`src/rtl/ldev_pkg.sv`:
```
`timescale 1ns / 1ps

package ldev_pkg;

    // Width of the working degree and step counter (values up to 127).
    localparam int DEG_W = 7;

    // Largest magnitude held by any value of the block.
    localparam logic [63:0] VMAX = 64'h7FFF_FFFF_FFFF_FFFF;

    // Rounding constant for the Q2.30 product shift.
    localparam logic [63:0] PT_ROUND = 64'd1 << 29;

    // Fields of one input item.
    typedef struct packed {
        logic [5:0]         degree;
        logic [1:0]         deriv_order;
        logic signed [31:0] point;
    } arg_t;

    // Fields of one result item.
    typedef struct packed {
        logic signed [63:0] value;
        logic               saturated;
    } res_t;

    // Sequencer states.
    typedef enum logic [3:0] {
        ST_IDLE,
        ST_SETUP,
        ST_PX_LO,
        ST_PX_HI,
        ST_PX_FIN,
        ST_T1_LO,
        ST_T1_HI,
        ST_T1_FIN,
        ST_T2_LO,
        ST_T2_HI,
        ST_T2_FIN,
        ST_DIV,
        ST_FINISH
    } state_t;

    // Seed (2k)!/(2^k k!) as an integer, for k up to 4.
    function automatic logic [6:0] seed_of(input logic [2:0] k);
        logic [6:0] s;
        case (k)
            3'd0:    s = 7'd1;
            3'd1:    s = 7'd1;
            3'd2:    s = 7'd3;
            3'd3:    s = 7'd15;
            default: s = 7'd105;
        endcase
        return s;
    endfunction

endpackage

```
`src/rtl/ldev_mul.sv`:
```
`timescale 1ns / 1ps

module ldev_mul
    import ldev_pkg::*;
(
    input  logic        clk,
    input  logic [31:0] a,
    input  logic [31:0] b,
    output logic [63:0] prod
);

    logic [63:0] prod_reg;

    // Registered unsigned 32 by 32 product, shared by every multiplication.
    always_ff @(posedge clk)
    begin
        prod_reg <= a * b;
    end

    assign prod = prod_reg;

endmodule

```
`src/rtl/ldev_div.sv`:
```
`timescale 1ns / 1ps

module ldev_div
    import ldev_pkg::*;
(
    input  logic               clk,
    input  logic               rst_n,
    input  logic               start,
    input  logic [63:0]        dividend,
    input  logic [DEG_W-1:0]   divisor,
    output logic               done,
    output logic [63:0]        quotient
);

    logic [63:0]      quo_reg, quo_next;
    logic [DEG_W-1:0] rem_reg, rem_next;
    logic [5:0]       cnt_reg, cnt_next;
    logic             busy_reg, busy_next;
    logic             done_reg, done_next;
    logic [DEG_W:0]   trial;
    logic             take;

    // One quotient bit per cycle, restoring division.
    always_comb
    begin
        trial     = {rem_reg, quo_reg[63]};
        take      = trial >= {1'b0, divisor};
        quo_next  = quo_reg;
        rem_next  = rem_reg;
        cnt_next  = cnt_reg;
        busy_next = busy_reg;
        done_next = 1'b0;
        if (start)
        begin
            quo_next  = dividend;
            rem_next  = '0;
            cnt_next  = '0;
            busy_next = 1'b1;
        end
        else if (busy_reg)
        begin
            quo_next = {quo_reg[62:0], take};
            rem_next = take ? DEG_W'(trial - {1'b0, divisor}) : trial[DEG_W-1:0];
            cnt_next = cnt_reg + 6'd1;
            if (cnt_reg == 6'd63)
            begin
                busy_next = 1'b0;
                done_next = 1'b1;
            end
        end
    end

    // Control state.
    always_ff @(posedge clk or negedge rst_n)
    begin
        if (!rst_n)
        begin
            busy_reg <= 1'b0;
            done_reg <= 1'b0;
            cnt_reg  <= '0;
        end
        else
        begin
            busy_reg <= busy_next;
            done_reg <= done_next;
            cnt_reg  <= cnt_next;
        end
    end

    // Working registers.
    always_ff @(posedge clk)
    begin
        quo_reg <= quo_next;
        rem_reg <= rem_next;
    end

    assign done     = done_reg;
    assign quotient = quo_reg;

endmodule

```
`src/rtl/legendre_derivative_eval.sv`:
```
`timescale 1ns / 1ps

// Evaluates the k-th derivative of the Legendre polynomial P_n at a point x.
// Input channel arg/arg_valid/arg_stall carries degree, order and a Q2.30
// point; the result channel res/res_valid/res_stall returns the value in
// Q(63-FRAC_BITS).FRAC_BITS and a flag set when any value was clipped.
// An item is taken when valid is high and stall is low.
// The block works on one item at a time and holds arg_stall high meanwhile.
// Each step of the upward recurrence runs the product, first-term and
// second-term states around the shared 32x32 multiplier, then the
// one-bit-per-cycle divider by (m-k). An item of degree n and order k takes
// n-k steps, and n <= k takes none; the next item can be taken once the
// result has been registered.
// The result sits in an output register; while res_stall is high it holds,
// and the next item may be accepted and worked on behind it, but it cannot
// finish until the waiting result has been taken.
// Reset clears the sequencer and the output valid; nothing else needs it.
module legendre_derivative_eval
    import ldev_pkg::*;
#(
    parameter int MAX_DEGREE = 32,
    parameter int MAX_ORDER  = 3,
    parameter int FRAC_BITS  = 32
)
(
    input  logic clk,
    input  logic rst_n,
    input  logic arg_valid,
    output logic arg_stall,
    input  arg_t arg,
    output logic res_valid,
    input  logic res_stall,
    output res_t res
);

    localparam logic [DEG_W-1:0] DEG_LIM = DEG_W'(MAX_DEGREE);
    localparam logic [2:0]       ORD_LIM = 3'(MAX_ORDER);

    state_t state_reg, state_next;

    logic [DEG_W-1:0]   n_reg, n_next;
    logic [2:0]         k_reg, k_next;
    logic [DEG_W-1:0]   m_reg, m_next;
    logic signed [31:0] x_reg, x_next;
    logic signed [63:0] cur_reg, cur_next;
    logic signed [63:0] prev_reg, prev_next;
    logic signed [63:0] t_reg, t_next;
    logic signed [63:0] t1_reg, t1_next;
    logic [63:0]        lo_reg, lo_next;
    logic [63:0]        num_reg, num_next;
    logic               neg_reg, neg_next;
    logic               sat_reg, sat_next;
    logic               res_valid_reg, res_valid_next;
    res_t               res_reg, res_next;
    logic               div_go_reg;

    logic [31:0]        mul_a, mul_b, xmag;
    logic [63:0]        prod, quotient;
    logic               div_start, div_done;
    logic [63:0]        cur_mag, prev_mag, t_mag;
    logic [7:0]         c1, c2;
    logic [63:0]        lo_rnd;
    logic [64:0]        px_sum;
    logic               px_ovf, px_neg;
    logic [95:0]        mi_sum;
    logic               mi_ovf;
    logic [64:0]        diff;
    logic [63:0]        t2_val;
    logic [DEG_W-1:0]   divisor;
    logic [DEG_W-1:0]   deg_in;
    logic [2:0]         ord_in;

    function automatic logic [63:0] mag_of(input logic signed [63:0] v);
        return v[63] ? 64'(-v) : 64'(v);
    endfunction

    function automatic logic signed [63:0] signed_of(input logic [63:0] m, input logic neg);
        return neg ? -$signed(m) : $signed(m);
    endfunction

    ldev_mul u_mul (
        .clk  (clk),
        .a    (mul_a),
        .b    (mul_b),
        .prod (prod)
    );

    ldev_div u_div (
        .clk      (clk),
        .rst_n    (rst_n),
        .start    (div_start),
        .dividend (num_reg),
        .divisor  (divisor),
        .done     (div_done),
        .quotient (quotient)
    );

    // Operands and coefficients of the current step.
    always_comb
    begin
        cur_mag  = mag_of(cur_reg);
        prev_mag = mag_of(prev_reg);
        t_mag    = mag_of(t_reg);
        xmag     = x_reg[31] ? 32'(-x_reg) : 32'(x_reg);
        c1       = 8'({m_reg, 1'b0} - 8'd1);
        c2       = 8'(m_reg) - 8'd1 + 8'(k_reg);
        divisor  = m_reg - DEG_W'(k_reg);
        deg_in   = (DEG_W'(arg.degree) > DEG_LIM) ? DEG_LIM : DEG_W'(arg.degree);
        ord_in   = ({1'b0, arg.deriv_order} > ORD_LIM) ? ORD_LIM : {1'b0, arg.deriv_order};
    end

    // Multiplier operand selection.
    always_comb
    begin
        mul_a = '0;
        mul_b = '0;
        case (state_reg)
            ST_PX_LO:
            begin
                mul_a = cur_mag[31:0];
                mul_b = xmag;
            end
            ST_PX_HI:
            begin
                mul_a = cur_mag[63:32];
                mul_b = xmag;
            end
            ST_T1_LO:
            begin
                mul_a = t_mag[31:0];
                mul_b = {24'd0, c1};
            end
            ST_T1_HI:
            begin
                mul_a = t_mag[63:32];
                mul_b = {24'd0, c1};
            end
            ST_T2_LO:
            begin
                mul_a = prev_mag[31:0];
                mul_b = {24'd0, c2};
            end
            ST_T2_HI:
            begin
                mul_a = prev_mag[63:32];
                mul_b = {24'd0, c2};
            end
            default:
            begin
                mul_a = '0;
                mul_b = '0;
            end
        endcase
    end

    // Combining partial products, clipping and the difference.
    always_comb
    begin
        lo_rnd = (lo_reg + PT_ROUND) >> 30;
        px_sum = {prod[62:0], 2'b00} + {1'b0, lo_rnd};
        px_ovf = (prod[63:61] != 3'd0) || (px_sum > {1'b0, VMAX});
        px_neg = cur_reg[63] ^ x_reg[31];
        mi_sum = {prod, 32'd0} + {32'd0, lo_reg};
        mi_ovf = mi_sum > {32'd0, VMAX};
        t2_val = signed_of(mi_ovf ? VMAX : mi_sum[63:0], prev_reg[63]);
        diff   = {t1_reg[63], t1_reg} - {t2_val[63], t2_val};
    end

    // Sequencer.
    always_comb
    begin
        state_next     = state_reg;
        n_next         = n_reg;
        k_next         = k_reg;
        m_next         = m_reg;
        x_next         = x_reg;
        cur_next       = cur_reg;
        prev_next      = prev_reg;
        t_next         = t_reg;
        t1_next        = t1_reg;
        lo_next        = lo_reg;
        num_next       = num_reg;
        neg_next       = neg_reg;
        sat_next       = sat_reg;
        res_valid_next = res_valid_reg && res_stall;
        res_next       = res_reg;
        div_start      = div_go_reg;
        arg_stall      = 1'b1;
        case (state_reg)
            ST_IDLE:
            begin
                arg_stall = 1'b0;
                if (arg_valid)
                begin
                    n_next     = deg_in;
                    k_next     = ord_in;
                    x_next     = arg.point;
                    state_next = ST_SETUP;
                end
            end
            ST_SETUP:
            begin
                sat_next  = 1'b0;
                prev_next = '0;
                m_next    = DEG_W'(k_reg) + DEG_W'(1);
                if (n_reg < DEG_W'(k_reg))
                begin
                    cur_next   = '0;
                    state_next = ST_FINISH;
                end
                else
                begin
                    cur_next   = $signed(64'(seed_of(k_reg)) << FRAC_BITS);
                    state_next = (n_reg == DEG_W'(k_reg)) ? ST_FINISH : ST_PX_LO;
                end
            end
            ST_PX_LO:
            begin
                state_next = ST_PX_HI;
            end
            ST_PX_HI:
            begin
                lo_next    = prod;
                state_next = ST_PX_FIN;
            end
            ST_PX_FIN:
            begin
                t_next     = signed_of(px_ovf ? VMAX : px_sum[63:0], px_neg);
                sat_next   = sat_reg | px_ovf;
                state_next = ST_T1_LO;
            end
            ST_T1_LO:
            begin
                state_next = ST_T1_HI;
            end
            ST_T1_HI:
            begin
                lo_next    = prod;
                state_next = ST_T1_FIN;
            end
            ST_T1_FIN:
            begin
                t1_next    = signed_of(mi_ovf ? VMAX : mi_sum[63:0], t_reg[63]);
                sat_next   = sat_reg | mi_ovf;
                state_next = ST_T2_LO;
            end
            ST_T2_LO:
            begin
                state_next = ST_T2_HI;
            end
            ST_T2_HI:
            begin
                lo_next    = prod;
                state_next = ST_T2_FIN;
            end
            ST_T2_FIN:
            begin
                // Clip the difference, then add half the divisor to its magnitude.
                sat_next = sat_reg | mi_ovf;
                if ($signed(diff) > $signed({1'b0, VMAX}))
                begin
                    sat_next = 1'b1;
                    neg_next = 1'b0;
                    num_next = VMAX + 64'(divisor >> 1);
                end
                else if ($signed(diff) < -$signed({1'b0, VMAX}))
                begin
                    sat_next = 1'b1;
                    neg_next = 1'b1;
                    num_next = VMAX + 64'(divisor >> 1);
                end
                else
                begin
                    neg_next = diff[64];
                    num_next = mag_of(diff[63:0]) + 64'(divisor >> 1);
                end
                state_next = ST_DIV;
            end
            ST_DIV:
            begin
                if (div_done)
                begin
                    prev_next  = cur_reg;
                    cur_next   = signed_of(quotient, neg_reg);
                    m_next     = m_reg + DEG_W'(1);
                    state_next = (m_reg == n_reg) ? ST_FINISH : ST_PX_LO;
                end
            end
            ST_FINISH:
            begin
                if (!res_valid_reg || !res_stall)
                begin
                    res_valid_next     = 1'b1;
                    res_next.value     = cur_reg;
                    res_next.saturated = sat_reg;
                    state_next         = ST_IDLE;
                end
            end
            default:
            begin
                state_next = ST_IDLE;
            end
        endcase
    end

    // The divider starts on the first cycle of the division state.
    always_ff @(posedge clk or negedge rst_n)
    begin
        if (!rst_n)
        begin
            div_go_reg <= 1'b0;
        end
        else
        begin
            div_go_reg <= (state_reg == ST_T2_FIN);
        end
    end

    // Control registers.
    always_ff @(posedge clk or negedge rst_n)
    begin
        if (!rst_n)
        begin
            state_reg     <= ST_IDLE;
            res_valid_reg <= 1'b0;
        end
        else
        begin
            state_reg     <= state_next;
            res_valid_reg <= res_valid_next;
        end
    end

    // Datapath registers.
    always_ff @(posedge clk)
    begin
        n_reg    <= n_next;
        k_reg    <= k_next;
        m_reg    <= m_next;
        x_reg    <= x_next;
        cur_reg  <= cur_next;
        prev_reg <= prev_next;
        t_reg    <= t_next;
        t1_reg   <= t1_next;
        lo_reg   <= lo_next;
        num_reg  <= num_next;
        neg_reg  <= neg_next;
        sat_reg  <= sat_next;
        res_reg  <= res_next;
    end

    assign res_valid = res_valid_reg;
    assign res       = res_reg;

endmodule

```
`config.mk`:
```
export PLATFORM = sky130hd
export DESIGN_NAME = legendre_derivative_eval
export DESIGN_NICKNAME = d
export VERILOG_FILES = /design/src/rtl/ldev_pkg.sv /design/src/rtl/ldev_mul.sv /design/src/rtl/ldev_div.sv /design/src/rtl/legendre_derivative_eval.sv
export SDC_FILE = /design/constraint.sdc
export NUM_CORES = 2
export LEC_CHECK = 0
export ABC_CLOCK_PERIOD_IN_PS = 16600
export BUFFER_PORTS_ARGS = -buffer_cell sky130_fd_sc_hd__buf_2
export CAP_MARGIN = 20
export CORE_ASPECT_RATIO = 0.6
export CORE_UTILIZATION = 45
export DETAILED_ROUTE_END_ITERATION = 16
export PLACE_DENSITY_LB_ADDON = 0.05
export SKIP_CTS_REPAIR_TIMING = 1
export SLEW_MARGIN = 20
export SYNTH_ARGS = -nofsm -noshare
export SYNTH_HDL_FRONTEND = slang
export SYNTH_SLANG_ARGS = --single-unit
```
`constraint.sdc`:
```
create_clock -name clk -period 16.6 [get_ports clk]
set_clock_uncertainty 0.1 [all_clocks]
set_input_delay 1.66 -clock clk [delete_from_list [all_inputs] [get_ports clk]]
set_output_delay 1.66 -clock clk [all_outputs]
set_load 0.005 [all_outputs]
```
==> flow_summary.toml <==
[sta]
report.final.slew_viol_count = 0
fin_crit_sh_pct = 92.9
fmax_mhz = 64.8
setup_viol = 0
setup_tns_ns = 0
min_period_ns = 15.42
hold_violations = 0
slew_headroom_pct = 13.2
worst_slew_pin_slew_ns = 1.30
rsz0062_at_grt = "false"

[drt]
route.detailed.drc = 0
first_iter_violations = 10115
drt_pass1_iterations = 6
avgViaCountPerCell = 6.12
wl_per_cell_um = 28.4
wirelength_um = 330000
ant_nets = 0
num_vias = 70978

[layout]
largest_reg_flops = 65
areaGrowthSynthToFinish_pct = 7.81
multi_input_area_um2 = 57800
layout_common_cells = "nand2_1, inv_1, fa_1"
nets = 10533
seqCellArea_um2 = 18600
layout.cells.most_common = "nand2_1"
drive_gt1_share_pct = 7.22
nFillCells = 16995

[status]
status = "complete, no violations"

[worst_setup_path]
cp.required_ns = 17.07
cp-end-kind = "flop"
cp.arrival_ns = 15.89
max_stage_delay_ns = 0.71
cp_max_fo = 58
cp-start-kind = "flop"
critPathSlowestCell = "or4b_2"
critPathKind = "flop to flop"

[worst_hold_path]
min_path_type = "flop to flop"

[clock_network]
numClockSinks = 647
cts_buffer_depth = 3
cts_buffers = 73
insertion_delay_ns = 0.73
htreeDepth = 3
cts_tree = "built"
cts_root_buf = "clkbuf_16"
clk_pin_slew_ns = 0.07

[placed_design]
gp_congestion = 1.00
port-buffer-count = 110
dp_hpwl_um = 266000

[synth]
syn_area_um2 = 81900
ys_top_cells_by_area = "fa_1, edfxtp_1, ha_1"
synth_edf_count = 562
ys_ff_latch = 647
synth_async_sr_flop_share_pct = 2.16
synth_top_cell_area_share_pct = 22.1
yosys_warnings = 0
seq_area_frac_synth_pct = 22.8
avgSynthCellArea_um2 = 8.85
synth_fp_nets = 10645
synth_top_area_cell = "fa_1"
synth_top_flop_cell = "edfxtp_1"
synthCells = 9256
ys_types = 113

[die]
die_w_um = 553
coreArea_um2 = 180000
fp-row-count = 120
pin_count = 111
start_util_pct = 45.6
fp.dieH_um = 333
dieArea_um2 = 184000

[global_route]
grt_start_max_net_pins = 172
grt_pass1_wl_um = 476000
antenna_found_initial = 32
grt_pass1_vias = 66058
overflow = 0
grt_usage_pct = 35.6

[flow_run]
maxCapViolations = 0
## path summary, 6_finish.rpt
check,start,endpoint,slack (ns),cells after the start
setup / recovery,lo_reg[32],num_reg[55],1.18,52
hold / removal,u_div.rem_reg[6],u_div.rem_reg[6],0.37,2
setup reg to reg,lo_reg[32],num_reg[55],1.18,52
hold reg to reg,u_div.rem_reg[6],u_div.rem_reg[6],0.37,2
max in group asynchronous,rst_n,div_go_reg,15.32,1
min in group asynchronous,rst_n,state_reg[3],0.75,1
## per-layer routing
layer / track usage [%] / up-vias / routed length (µm)
met5: 0 / - / 34
met4: 6.48 / 6 / 6410
met3: 15.3 / 272 / 51900
met2: 39.9 / 3978 / 109000
met1: 59.2 / 35493 / 162000
li1: - / 31229 / -
## per-stage QoR
step	hold slack, ns	util [%]	cells	cell area, µm²	worst slack [ns]
6_report	0.369	49.2	11600	88300	1.18
4_1_cts	0.368	49.1	11577	88200	1.52
5_1_grt	0.405	49.2	11581	88300	0.147
2_1_floorplan	0.306	-	9256	81900	2.55
3_3_place_gp	0.354	47.6	11444	85500	1.82
3_5_place_dp	0.353	47.6	11444	85500	1.65
## Yosys cell counts (180+ instances only)
library cell     n
a21oi_1        422
and2_1         180
clkbuf_1       440
edfxtp_1       562
fa_1           903
ha_1           442
inv_1         1143
nand2_1       1216
nor2_1         603
nor3_1         196
o21ai_0        343
xnor2_1        321
xor2_1         357
## worst max-delay path: cells and delay by family, from the launching register on
kind / cells / cell delay, ns
AND/OR/NAND/NOR: 27 / 8.58
AO/OA/AOI/OAI: 15 / 3.61
adder cells (fa/ha/maj): 4 / 1.29
buffers and inverters: 5 / 0.89
flip-flops: 1 / 0.41
multiplexers: 1 / 0.28
## cell families after synthesis
| group | synth area share [%] |
|---|---|
| multiplexers | 1.25 |
| XOR/XNOR | 7.25 |
| AND/OR/NAND/NOR | 18.4 |
| AO/OA/AOI/OAI | 14.1 |
| flip-flops | 22.8 |
| buffers and inverters | 7.43 |
| adder cells (fa/ha/maj) | 28.8 |
## layout make-up
type / instances / area share, %
inverters: 1144 / 4.86
diodes: 19 / 0.0538
clock inverters: 45 / 0.746
repair buffers: 284 / 2.21
flip-flops and latches: 647 / 21.1
clock buffers: 88 / 2.22
multi-input cells: 6994 / 65.4
well taps: 2379 / 3.37
Power is left out: the tool's default activity adds up to more than one toggle a clock period on the data nets, which glitch-free logic cannot reach.
